**src/hw/rtl/fcal_pkg.sv**
```systemverilog
`default_nettype none
// ----------------------------------------------------------------------------
// fcal_pkg: shared definitions for the fixed-capacity array list
// field widths, operation and status codes, controller-to-datapath commands
// ----------------------------------------------------------------------------
package fcal_pkg;

  // payload field widths
  localparam int MODE_W  = 3;
  localparam int VAL_W   = 32;
  localparam int POS_W   = 4;
  localparam int STAT_W  = 3;
  localparam int COUNT_W = 4;

  // default number of list slots
  localparam int DEF_CAPACITY = 8;

  // operation codes
  localparam logic [MODE_W-1:0] MODE_FRONT     = 3'd0;
  localparam logic [MODE_W-1:0] MODE_APPEND    = 3'd1;
  localparam logic [MODE_W-1:0] MODE_SORTED    = 3'd2;
  localparam logic [MODE_W-1:0] MODE_AT        = 3'd3;
  localparam logic [MODE_W-1:0] MODE_REMOVE    = 3'd4;
  localparam logic [MODE_W-1:0] MODE_POP_FRONT = 3'd5;
  localparam logic [MODE_W-1:0] MODE_POP_BACK  = 3'd6;

  // status codes
  localparam logic [STAT_W-1:0] STAT_OK        = 3'd0;
  localparam logic [STAT_W-1:0] STAT_FULL      = 3'd1;
  localparam logic [STAT_W-1:0] STAT_EMPTY     = 3'd2;
  localparam logic [STAT_W-1:0] STAT_NOT_FOUND = 3'd3;
  localparam logic [STAT_W-1:0] STAT_BAD_POS   = 3'd4;

  // commands from the controller to the datapath
  typedef struct packed {
    logic load;     // capture the accepted request
    logic compare;  // run the per-slot compare and register the hit vector
    logic apply;    // shift the slots, update the count, load the result
  } fcal_cmd_t;

endpackage
`default_nettype wire

```
**src/hw/rtl/fcal_chan_if.sv**
```systemverilog
`default_nettype none
// ----------------------------------------------------------------------------
// fcal channels: request and result interfaces
// valid/ready channels carrying one request or one result per transfer
// ----------------------------------------------------------------------------
interface fcal_in_if;
  import fcal_pkg::*;

  logic              valid;
  logic              ready;
  logic [MODE_W-1:0] mode;
  logic [VAL_W-1:0]  item_value;
  logic [POS_W-1:0]  position;

  modport source (output valid, output mode, output item_value, output position,
                  input ready);
  modport sink   (input valid, input mode, input item_value, input position,
                  output ready);
endinterface

interface fcal_out_if;
  import fcal_pkg::*;

  logic               valid;
  logic               ready;
  logic [STAT_W-1:0]  status;
  logic [COUNT_W-1:0] entry_count;
  logic               is_full;
  logic               is_empty;

  modport source (output valid, output status, output entry_count, output is_full,
                  output is_empty, input ready);
  modport sink   (input valid, input status, input entry_count, input is_full,
                  input is_empty, output ready);
endinterface
`default_nettype wire

```
**src/hw/rtl/fcal_ctrl.sv**
```systemverilog
`default_nettype none
// ----------------------------------------------------------------------------
// fcal_ctrl: request sequencer
// walks each request through capture, compare and apply, and owns the
// result valid flag so a new request can enter while a result waits
// ----------------------------------------------------------------------------
module fcal_ctrl (
  input  wire logic              clk,
  input  wire logic              rst_n,
  input  wire logic              in_valid,
  output logic                   in_ready,
  output logic                   out_valid,
  input  wire logic              out_ready,
  output fcal_pkg::fcal_cmd_t    cmd
);
  import fcal_pkg::*;

  localparam logic [1:0] S_IDLE    = 2'd0;
  localparam logic [1:0] S_COMPARE = 2'd1;
  localparam logic [1:0] S_APPLY   = 2'd2;

  logic [1:0] state_r, state_nxt;
  logic       out_valid_r, out_valid_nxt;
  logic       accept;
  logic       out_free;

  assign in_ready = (state_r == S_IDLE);
  assign accept   = in_valid && in_ready;
  assign out_free = !out_valid_r || out_ready;
  assign out_valid = out_valid_r;

  // next state and commands
  always_comb begin
    state_nxt   = state_r;
    cmd.load    = 1'b0;
    cmd.compare = 1'b0;
    cmd.apply   = 1'b0;
    case (state_r)
      S_IDLE: begin
        if (accept) begin
          cmd.load  = 1'b1;
          state_nxt = S_COMPARE;
        end
      end
      S_COMPARE: begin
        cmd.compare = 1'b1;
        state_nxt   = S_APPLY;
      end
      S_APPLY: begin
        // hold until the result register is free
        if (out_free) begin
          cmd.apply = 1'b1;
          state_nxt = S_IDLE;
        end
      end
      default: begin
        state_nxt = S_IDLE;
      end
    endcase
  end

  // result valid flag
  always_comb begin
    out_valid_nxt = out_valid_r;
    if (cmd.apply) begin
      out_valid_nxt = 1'b1;
    end else if (out_ready) begin
      out_valid_nxt = 1'b0;
    end
  end

  always_ff @(posedge clk) begin
    if (!rst_n) begin
      state_r     <= S_IDLE;
      out_valid_r <= 1'b0;
    end else begin
      state_r     <= state_nxt;
      out_valid_r <= out_valid_nxt;
    end
  end

`ifndef SYNTHESIS
  // a result is never loaded over one that has not been taken
  a_apply_free: assert property (@(posedge clk) disable iff (!rst_n)
    cmd.apply |-> (!out_valid_r || out_ready))
    else $error("result loaded while previous result pending");

  // an accepted request is compared in the next cycle
  a_accept_compare: assert property (@(posedge clk) disable iff (!rst_n)
    (in_valid && in_ready) |=> cmd.compare)
    else $error("accepted request not compared");

  // compare is always followed by the apply state
  a_compare_apply: assert property (@(posedge clk) disable iff (!rst_n)
    cmd.compare |=> (state_r == S_APPLY))
    else $error("compare not followed by apply");

  // applying a request raises the result valid flag
  a_apply_valid: assert property (@(posedge clk) disable iff (!rst_n)
    cmd.apply |=> out_valid)
    else $error("result not presented after apply");
`endif
endmodule
`default_nettype wire

```
**src/hw/rtl/fcal_dp.sv**
```systemverilog
`default_nettype none
// ----------------------------------------------------------------------------
// fcal_dp: slot row and result register
// one cell per slot compares against the request in parallel; a prefix mask
// then selects the slots that shift up on insert or down on removal
// ----------------------------------------------------------------------------
module fcal_dp #(
  parameter int CAPACITY = fcal_pkg::DEF_CAPACITY
) (
  input  wire logic                          clk,
  input  wire logic                          rst_n,
  input  wire fcal_pkg::fcal_cmd_t           cmd,
  input  wire logic [fcal_pkg::MODE_W-1:0]   in_mode,
  input  wire logic [fcal_pkg::VAL_W-1:0]    in_item_value,
  input  wire logic [fcal_pkg::POS_W-1:0]    in_position,
  output logic      [fcal_pkg::STAT_W-1:0]   out_status,
  output logic      [fcal_pkg::COUNT_W-1:0]  out_entry_count,
  output logic                               out_is_full,
  output logic                               out_is_empty
);
  import fcal_pkg::*;

  localparam int CNT_W  = $clog2(CAPACITY + 1);
  localparam int CMP_W  = (CNT_W > POS_W) ? CNT_W : POS_W;

  // captured request
  logic [MODE_W-1:0]       mode_r;
  logic [VAL_W-1:0]        val_r;
  logic [POS_W-1:0]        pos_r;

  // slot row and count
  logic [VAL_W-1:0]        entry_r [CAPACITY];
  logic [CNT_W-1:0]        count_r, count_nxt;
  logic [CAPACITY-1:0]     hit_r, hit_nxt;
  logic [CAPACITY-1:0]     mask;

  // result register
  logic [STAT_W-1:0]       status_r, status_nxt;
  logic [COUNT_W-1:0]      ecount_r;
  logic                    full_out_r, empty_out_r;

  logic                    is_ins, is_full, is_empty, found, pos_bad;
  logic                    ins_ok, rem_shift, rem_ok;

  // request capture
  always_ff @(posedge clk) begin
    if (cmd.load) begin
      mode_r <= in_mode;
      val_r  <= in_item_value;
      pos_r  <= in_position;
    end
  end

  // per-slot compare and prefix mask
  for (genvar i = 0; i < CAPACITY; i++) begin : g_cell
    logic live, less, equal, at_or_past_pos;
    localparam logic [CAPACITY-1:0] LOW_MASK = {CAPACITY{1'b1}} >> (CAPACITY - 1 - i);

    assign live           = CNT_W'(i) < count_r;
    assign less           = $signed(entry_r[i]) < $signed(val_r);
    assign equal          = entry_r[i] == val_r;
    assign at_or_past_pos = CMP_W'(i) >= CMP_W'(pos_r);

    always_comb begin
      case (mode_r)
        MODE_FRONT, MODE_POP_FRONT: hit_nxt[i] = 1'b1;
        MODE_APPEND:                hit_nxt[i] = !live;
        MODE_SORTED:                hit_nxt[i] = !live || !less;
        MODE_AT:                    hit_nxt[i] = at_or_past_pos;
        MODE_REMOVE:                hit_nxt[i] = live && equal;
        default:                    hit_nxt[i] = 1'b0;
      endcase
    end

    // slot i lies at or past the first hit
    assign mask[i] = |(hit_r & LOW_MASK);

    // shift up on insert, down on removal
    always_ff @(posedge clk) begin
      if (cmd.apply && ins_ok) begin
        if (i > 0 && mask[(i > 0) ? i - 1 : 0]) begin
          entry_r[i] <= entry_r[(i > 0) ? i - 1 : 0];
        end else if (mask[i]) begin
          entry_r[i] <= val_r;
        end
      end else if (cmd.apply && rem_shift) begin
        if (i < CAPACITY - 1 && mask[i]) begin
          entry_r[i] <= entry_r[(i < CAPACITY - 1) ? i + 1 : i];
        end
      end
    end
  end

  always_ff @(posedge clk) begin
    if (cmd.compare) begin
      hit_r <= hit_nxt;
    end
  end

  // operation outcome
  assign is_ins    = mode_r inside {MODE_FRONT, MODE_APPEND, MODE_SORTED, MODE_AT};
  assign is_full   = count_r == CNT_W'(CAPACITY);
  assign is_empty  = count_r == '0;
  assign found     = |hit_r;
  assign pos_bad   = CMP_W'(pos_r) > CMP_W'(count_r);
  assign ins_ok    = is_ins && !is_full && !((mode_r == MODE_AT) && pos_bad);
  assign rem_shift = !is_empty &&
                     (((mode_r == MODE_REMOVE) && found) || (mode_r == MODE_POP_FRONT));
  assign rem_ok    = rem_shift || ((mode_r == MODE_POP_BACK) && !is_empty);

  always_comb begin
    status_nxt = STAT_OK;
    if (is_ins) begin
      if (is_full) begin
        status_nxt = STAT_FULL;
      end else if ((mode_r == MODE_AT) && pos_bad) begin
        status_nxt = STAT_BAD_POS;
      end
    end else if (mode_r inside {MODE_REMOVE, MODE_POP_FRONT, MODE_POP_BACK}) begin
      if (is_empty) begin
        status_nxt = STAT_EMPTY;
      end else if ((mode_r == MODE_REMOVE) && !found) begin
        status_nxt = STAT_NOT_FOUND;
      end
    end
  end

  always_comb begin
    count_nxt = count_r;
    if (ins_ok) begin
      count_nxt = count_r + CNT_W'(1);
    end else if (rem_ok) begin
      count_nxt = count_r - CNT_W'(1);
    end
  end

  // count
  always_ff @(posedge clk) begin
    if (!rst_n) begin
      count_r <= '0;
    end else if (cmd.apply) begin
      count_r <= count_nxt;
    end
  end

  // result register
  always_ff @(posedge clk) begin
    if (cmd.apply) begin
      status_r    <= status_nxt;
      ecount_r    <= COUNT_W'(count_nxt);
      full_out_r  <= count_nxt == CNT_W'(CAPACITY);
      empty_out_r <= count_nxt == '0;
    end
  end

  assign out_status      = status_r;
  assign out_entry_count = ecount_r;
  assign out_is_full     = full_out_r;
  assign out_is_empty    = empty_out_r;

endmodule
`default_nettype wire

```
**src/hw/rtl/fixed_capacity_array_list.sv**
```systemverilog
`default_nettype none
// ----------------------------------------------------------------------------
// fixed_capacity_array_list: packed list of signed 32-bit values
// Each request passes through three steps: it is accepted, then every slot
// compares against the request in parallel, then the slot row shifts and the
// result register loads. The result is registered, so the next request is
// accepted while a result still waits; the apply step holds only if that
// earlier result has not been taken by then. Slot contents are not cleared at
// reset; only the count is.
// ----------------------------------------------------------------------------
module fixed_capacity_array_list #(
  parameter int CAPACITY = fcal_pkg::DEF_CAPACITY
) (
  input  wire logic  clk,
  input  wire logic  rst_n,
  fcal_in_if.sink    in_ch,
  fcal_out_if.source out_ch
);
  import fcal_pkg::*;

  fcal_cmd_t cmd;

  // sequencer
  fcal_ctrl u_ctrl (
    .clk       (clk),
    .rst_n     (rst_n),
    .in_valid  (in_ch.valid),
    .in_ready  (in_ch.ready),
    .out_valid (out_ch.valid),
    .out_ready (out_ch.ready),
    .cmd       (cmd)
  );

  // slot row and result register
  fcal_dp #(
    .CAPACITY (CAPACITY)
  ) u_dp (
    .clk             (clk),
    .rst_n           (rst_n),
    .cmd             (cmd),
    .in_mode         (in_ch.mode),
    .in_item_value   (in_ch.item_value),
    .in_position     (in_ch.position),
    .out_status      (out_ch.status),
    .out_entry_count (out_ch.entry_count),
    .out_is_full     (out_ch.is_full),
    .out_is_empty    (out_ch.is_empty)
  );

endmodule
`default_nettype wire

```
**src/flat_wrapper.sv**
```systemverilog
// flat-port wrapper written by rule: the top's interface ports become plain ports
module fixed_capacity_array_list_flat import fcal_pkg::*;
#(
  parameter int CAPACITY = fcal_pkg::DEF_CAPACITY
)
  (clk, rst_n, in_ch_valid, in_ch_mode, in_ch_item_value, in_ch_position, in_ch_ready, out_ch_valid, out_ch_status, out_ch_entry_count, out_ch_is_full, out_ch_is_empty, out_ch_ready);
  fcal_in_if in_ch_i ();
  fcal_out_if out_ch_i ();
  input  wire logic clk;
  input  wire logic rst_n;
  input wire logic [$bits(in_ch_i.valid)-1:0] in_ch_valid;
  input wire logic [$bits(in_ch_i.mode)-1:0] in_ch_mode;
  input wire logic [$bits(in_ch_i.item_value)-1:0] in_ch_item_value;
  input wire logic [$bits(in_ch_i.position)-1:0] in_ch_position;
  output wire logic [$bits(in_ch_i.ready)-1:0] in_ch_ready;
  output wire logic [$bits(out_ch_i.valid)-1:0] out_ch_valid;
  output wire logic [$bits(out_ch_i.status)-1:0] out_ch_status;
  output wire logic [$bits(out_ch_i.entry_count)-1:0] out_ch_entry_count;
  output wire logic [$bits(out_ch_i.is_full)-1:0] out_ch_is_full;
  output wire logic [$bits(out_ch_i.is_empty)-1:0] out_ch_is_empty;
  input wire logic [$bits(out_ch_i.ready)-1:0] out_ch_ready;
  assign in_ch_i.valid = in_ch_valid;
  assign in_ch_i.mode = in_ch_mode;
  assign in_ch_i.item_value = in_ch_item_value;
  assign in_ch_i.position = in_ch_position;
  assign in_ch_ready = in_ch_i.ready;
  assign out_ch_valid = out_ch_i.valid;
  assign out_ch_status = out_ch_i.status;
  assign out_ch_entry_count = out_ch_i.entry_count;
  assign out_ch_is_full = out_ch_i.is_full;
  assign out_ch_is_empty = out_ch_i.is_empty;
  assign out_ch_i.ready = out_ch_ready;
  fixed_capacity_array_list #(.CAPACITY(CAPACITY)) u_core (.clk(clk), .rst_n(rst_n), .in_ch(in_ch_i), .out_ch(out_ch_i));
endmodule
```
**config.mk**
```make
export PLATFORM = sky130hd
export DESIGN_NAME = fixed_capacity_array_list_flat
export DESIGN_NICKNAME = d
export VERILOG_FILES = /design/src/hw/rtl/fcal_pkg.sv /design/src/hw/rtl/fcal_chan_if.sv /design/src/hw/rtl/fcal_ctrl.sv /design/src/hw/rtl/fcal_dp.sv /design/src/hw/rtl/fixed_capacity_array_list.sv /design/src/flat_wrapper.sv
export SDC_FILE = /design/constraint.sdc
export NUM_CORES = 1
export LEC_CHECK = 0
export BUFFER_PORTS_ARGS = -buffer_cell sky130_fd_sc_hd__buf_2
export CAP_MARGIN = 25
export CELL_PAD_IN_SITES_DETAIL_PLACEMENT = 1
export CELL_PAD_IN_SITES_GLOBAL_PLACEMENT = 2
export CORE_ASPECT_RATIO = 1.75
export CORE_MARGIN = 3
export CORE_UTILIZATION = 32
export CTS_CLUSTER_SIZE = 25
export DETAILED_ROUTE_END_ITERATION = 10
export GPL_TIMING_DRIVEN = 0
export PLACE_DENSITY_LB_ADDON = 0.1
export SETUP_SLACK_MARGIN = 0.5
export SYNTH_ARGS = -nofsm -noshare
export SYNTH_HDL_FRONTEND = slang
export SYNTH_SLANG_ARGS = --single-unit
```
**constraint.sdc**
```tcl
create_clock -name clk -period 14.1 [get_ports clk]
set_clock_uncertainty 0.2 [all_clocks]
set_input_delay 2.82 -clock clk [delete_from_list [all_inputs] [get_ports clk]]
set_output_delay 2.82 -clock clk [all_outputs]
set_load 0.1 [all_outputs]
```
# Yosys cells after proc, flatten, opt, wreduce, memory -nomap -nowiden

Memories as Yosys holds them, arrays and structs flattened.
Index checks and enable logic that the tools add are counted.

Memories: 1
Memory bits (writable): 256
Word-level logic and storage cells: 243
Input port bits: 43
Output and inout bits: 11
Register bits: 63

Bitwise gates (word level): 14
$add $sub $neg: 2
Order comparisons: 25
Reductions and logical operators: 66
Equal/unequal tests: 20
Mux-type cells: 104

Memory list:

| memory              | depth | width | rd ports | clocked after memory_dff | wr ports | RTL line      | source |
|---|---|---|---|---|---|---|---|
| u_core.u_dp.entry_r | 8     | 32    | 8        | 0                        | 8        | fcal_dp.sv:32 | `logic [VAL_W-1:0] entry_r [CAPACITY];` |

Operators with widths:

| operator             | number |
|---|---|
| $mux W32             | 14 |
| $eq A32 B32 Y1       | 8 |
| $lt A32 B32 Y1       | 8 |
| $mux W1              | 71 |
| $pmux W1 S5          | 8 |
| $logic_not A1 Y1     | 21 |
| $logic_and A1 B1 Y1  | 18 |
| $ge A3 B4 Y1 const A | 4 |
| $lt A3 B4 Y1 const A | 4 |
| $or A1 B1 Y1         | 14 |
| $logic_or A1 B1 Y1   | 11 |
| $mux W2              | 5 |
| $eq A3 B3 Y1 const B | 3 |
| $mux W3              | 3 |
| $eq A4 B4 Y1 const B | 2 |
| $ge A1 B4 Y1 const A | 2 |
| $ge A2 B4 Y1 const A | 2 |
| $logic_not A4 Y1     | 2 |
| $lt A1 B4 Y1 const A | 2 |
| $lt A2 B4 Y1 const A | 2 |
| $mux W4              | 2 |
| $reduce_or A8 Y1     | 1 |
| $reduce_or A7 Y1     | 1 |
| $eq A3 B2 Y1 const B | 2 |
| 20 further kinds     | 21 |

# Logic depth before layout (Yosys ltp)

Depth in word-level cells: 9
Mapped depth: 11
Gate-level depth less buffers: 9

# Hierarchy

A second synthesis with hierarchy kept.

Cell total of the unflattened synthesis: 1962
Area total of the unflattened synthesis: 20963.9 µm²

Modules (own cells, without submodules):

| module    | area each (µm²) | times used | cells each | sequential area each (µm²) |
|---|---|---|---|---|
| fcal_dp   | 20817.5         | 1          | 1948       | 9449.1 |
| fcal_ctrl | 146.4           | 1          | 14         | 60.1 |

# Worst setup path after synthesis

Ideal clock, no wire load.

Path kind: input-to-reg
From: in out_ch_ready
To: mem u_core.u_dp.entry_r[4][0], in the netlist u_core.u_dp.entry_r[1][0] (enable)
Arrival: 5.533 ns
Buffers on the path: 0
Required time: 13.430 ns
Setup slack: 7.897 ns
Library setup time: 0.470 ns
Stages on the path: 3
Cells stage by stage: nand2b_1 > nand2b_2 > o31ai_1

RTL lines:

| item            | RTL line           | source |
|---|---|---|
| start, declared | flat_wrapper.sv:21 | `input wire logic [$bits(out_ch_i.ready)-1:0] out_ch_ready;` |
| end, declared   | fcal_dp.sv:32      |  |

==> impl_metrics.tcl <==
set metrics [dict create \
    start_kind "input port" \
    post-cts-setup-buffers 0 \
    antenna_found_initial 1 \
    post-route-drc-count 0 \
    die_x_um 199.9 \
    period_share_pct 37.16 \
    final_nets 2374 \
    cts_buffer_depth 3 \
    worst_slew_pin_slew_ns 1.094 \
    drt.antenna.violating_nets 0 \
    track_usage_pct 24.71 \
    rows 123 \
    h-tree-depth 2 \
    viasPerCell 5.638 \
    drive_above_1_share_pct 10.96 \
    clock_sinks 319 \
    drtPass1Iterations 4 \
    cts_tree "done" \
    cts.hold.buffers_added 0 \
    die_area_um2 69010 \
    cp_data_required_time_ns 14.23 \
    drt_iter0_drc 829 \
    avgSynthCellArea_um2 10.77 \
    leakage_nw 9.702 \
    insertion_delay_ns 0.59 \
    vias 16410 \
    start_util_pct 32.56 \
    ys_seq_elements 319 \
    worstHoldPathType "flop to flop" \
    hold_depth 2 \
    cp_data_arrival_time_ns 5.37 \
    fin_crit_ns 5.240 \
    syn_inst 1955 \
    grt_setup_unrepaired "no" \
    core_area_um2 64640 \
    path_clk_slew_ns 0.06 \
    r2r_cells 12 \
    clockRootBuffer "clkbuf_16" \
    finalWeightedCongestion 0.8958 \
    synth_edf_count 312 \
    final_util_pct 37.18 \
    fmax_mhz 190.8 \
    setup_violations 0 \
    numCtsBuffers 40 \
    finalHoldViolCount 0 \
    cp_max_fo 16 \
    final-max-slew-violation-count 0 \
    ys_seq_area_share_pct 45.18 \
    synth_flop_cell "edfxtp_1" \
    vdd_ir_drop_max_v 0.00007120 \
    placed_area_um2 22670 \
    die_h_um 345.3 \
    hpwl_um 68410 \
    power.density_nw_per_um2 101.2 \
    grt_max_degree 25 \
    grt_pass1_wl_um 124300 \
    yosys_warnings 0 \
    async_flop_share_pct 0 \
    ios 54 \
    wire_per_inst_um 29.39 \
    postLayoutCellArea_um2 24030 \
    port-buffer-count 53 \
    wl_um 85570 \
    synth.distinct_cells 65 \
    netlist_area_um2 21050 \
    syn_to_final_growth_pct 14.18 \
    setup_tns_ns 0 \
    outcome "completed" \
    criticalPathCategory "input port to flop" \
    grt_pass1_vias 18010 \
    cts_resized 0 \
    max_slew_margin_pct 27.07 \
    synthesis.nets 2261 \
    drv_cap 0 \
    overflow 0 \
    end_kind "flop" \
]
==> logic make-up after synthesis <==
family	share of synthesized area (%)
multiplexers	11.04
adder cells (fa/ha/maj)	15.64
flip-flops	45.18
buffers and inverters	2.955
AO/OA/AOI/OAI	13.56
AND/OR/NAND/NOR	11.46
XOR/XNOR	0.1664
==> cell usage after synthesis, types with 4 or more instances <==
cell       number  share of area, %
o221ai_1        5              0.21
a221oi_1        4              0.17
nand3_1        31              0.74
mux2i_1       195               9.3
nand2_1       208               3.7
a21oi_1       132               3.1
nor3_1         16              0.38
ha_1          263                16
a311oi_1       10              0.42
clkbuf_1       40              0.71
a2111oi_0       8              0.33
a2111o_1        4              0.21
nor2_1        125               2.2
and2_1          5              0.15
o21ai_1        13              0.31
nor2b_1        16              0.48
nand2b_1       10              0.30
o21a_1         14              0.50
buf_2          23              0.55
mux2_2         33               1.8
or4_1           5              0.18
nor4_1         12              0.36
edfxtp_1      312                45
xnor2_1         4              0.17
o21ai_0       209               5.0
a21o_1         16              0.57
a211oi_1       21              0.75
o211ai_1       14              0.50
inv_1          58               1.0
o31ai_1         5              0.18
nand3b_1        4              0.14
nand4_1        62               1.8
a31oi_1         9              0.27
buf_4          12              0.43
dfxtp_1         7              0.67
==> per-layer routing <==
layer	routed length [µm]	vias up	global-route usage [%]	share of wire [%]
met4	5320	2	12.93	6.2
li1	-	7706	-	-
met2	45930	239	46.32	54
met5	13	-	0	0.015
met3	1704	145	2.466	2.0
met1	32590	8320	26.95	38
==> registers in the layout, indices dropped and copies added (netlist names) <==
name / flops
u_core.u_dp.entry_r: 256
u_core.u_dp.val_r: 32
u_core.u_dp.hit_r: 8
u_core.u_dp.count_r: 4
u_core.u_dp.out_entry_count: 4
u_core.u_dp.pos_r: 4
u_core.u_dp.mode_r: 3
u_core.u_dp.out_status: 3
u_core.u_ctrl.state_r: 2
u_core.u_ctrl.out_valid: 1
u_core.u_dp.out_is_empty: 1
u_core.u_dp.out_is_full: 1
==> where the power goes <==
part,internal (mW),switching (mW),total [mW]
logic,0.0835,0.153,0.237
registers,1.06,0.0306,1.09
clock network,0.645,0.460,1.11
total,1.79,0.644,2.43
==> area by class of cell <==
type                    instances  area (µm²)
fillers                      7165       40610
diodes                          1       2.502
plain buffers                  78       400.4
clock buffers                  50        1101
flip-flops and latches        319        9509
multi-input cells            1499       11010
well taps                     812        1016
inverters                      59       221.5
clock inverters                22       244.0
repair buffers                 71       528.0
==> metrics by stage <==
step	cells	power, mW	hold WS, ns	worst slack, ns
2_1_floorplan	1955	1.242	0.3450	7.897
3_3_place_gp	2820	1.336	0.3732	5.389
3_5_place_dp	2837	1.347	0.3831	8.272
4_1_cts	2909	2.461	0.3936	8.888
5_1_grt	2910	2.515	0.4400	8.838
6_report	2911	2.432	0.3959	8.860
==> placed cells by master (no fill, tap or decap), types with 5 or more instances in the layout <==
cell type	netlist	final
edfxtp_1	312	312
ha_1	263	263
o21ai_0	209	209
nand2_1	208	208
mux2i_1	195	195
a21oi_1	132	132
nor2_1	125	120
buf_2	23	77
nand4_1	62	62
inv_1	58	58
clkbuf_1	40	46
clkbuf_16	0	42
mux2_2	33	33
nand3_1	31	31
a211oi_1	21	21
a21o_1	16	16
nor3_1	16	16
buf_4	12	15
nor2b_1	16	15
o21a_1	14	14
o211ai_1	14	14
o21ai_1	13	13
nand2b_1	10	10
a311oi_1	10	10
a31oi_1	9	9
clkinv_1	1	8
a2111oi_0	8	8
buf_12	0	8
nor4_1	12	7
clkinv_2	0	7
dfxtp_1	7	7
o221ai_1	5	5
nor4_2	0	5
or4_1	5	5
buf_8	3	5
nor2_4	0	5
bufinv_16	0	5
==> worst max-delay path, cell delays in order <==
cell,delay [ns]
buf_2,0.11
nor2b_1,0.20
nor4b_2,0.11
nor2b_1,0.19
buf_2,0.23
a31oi_1,0.39
buf_4,0.35
buf_4,0.28
o31ai_4,0.25
buf_8,0.24
buf_8,0.16
==> path summary, 6_finish.rpt <==
| kind | startpoint | to | slack [ns] |
|---|---|---|---|
| setup / recovery | out_ch_ready | u_core.u_dp.entry_r[1][10] | 8.86 |
| hold / removal | u_core.u_ctrl.out_valid | u_core.u_ctrl.out_valid | 0.40 |
| setup reg to reg | u_core.u_dp.count_r[1] | u_core.u_dp.entry_r[1][10] | 9.58 |
| hold reg to reg | u_core.u_ctrl.out_valid | u_core.u_ctrl.out_valid | 0.40 |
Note: power is estimated with default switching activity, not from simulation.
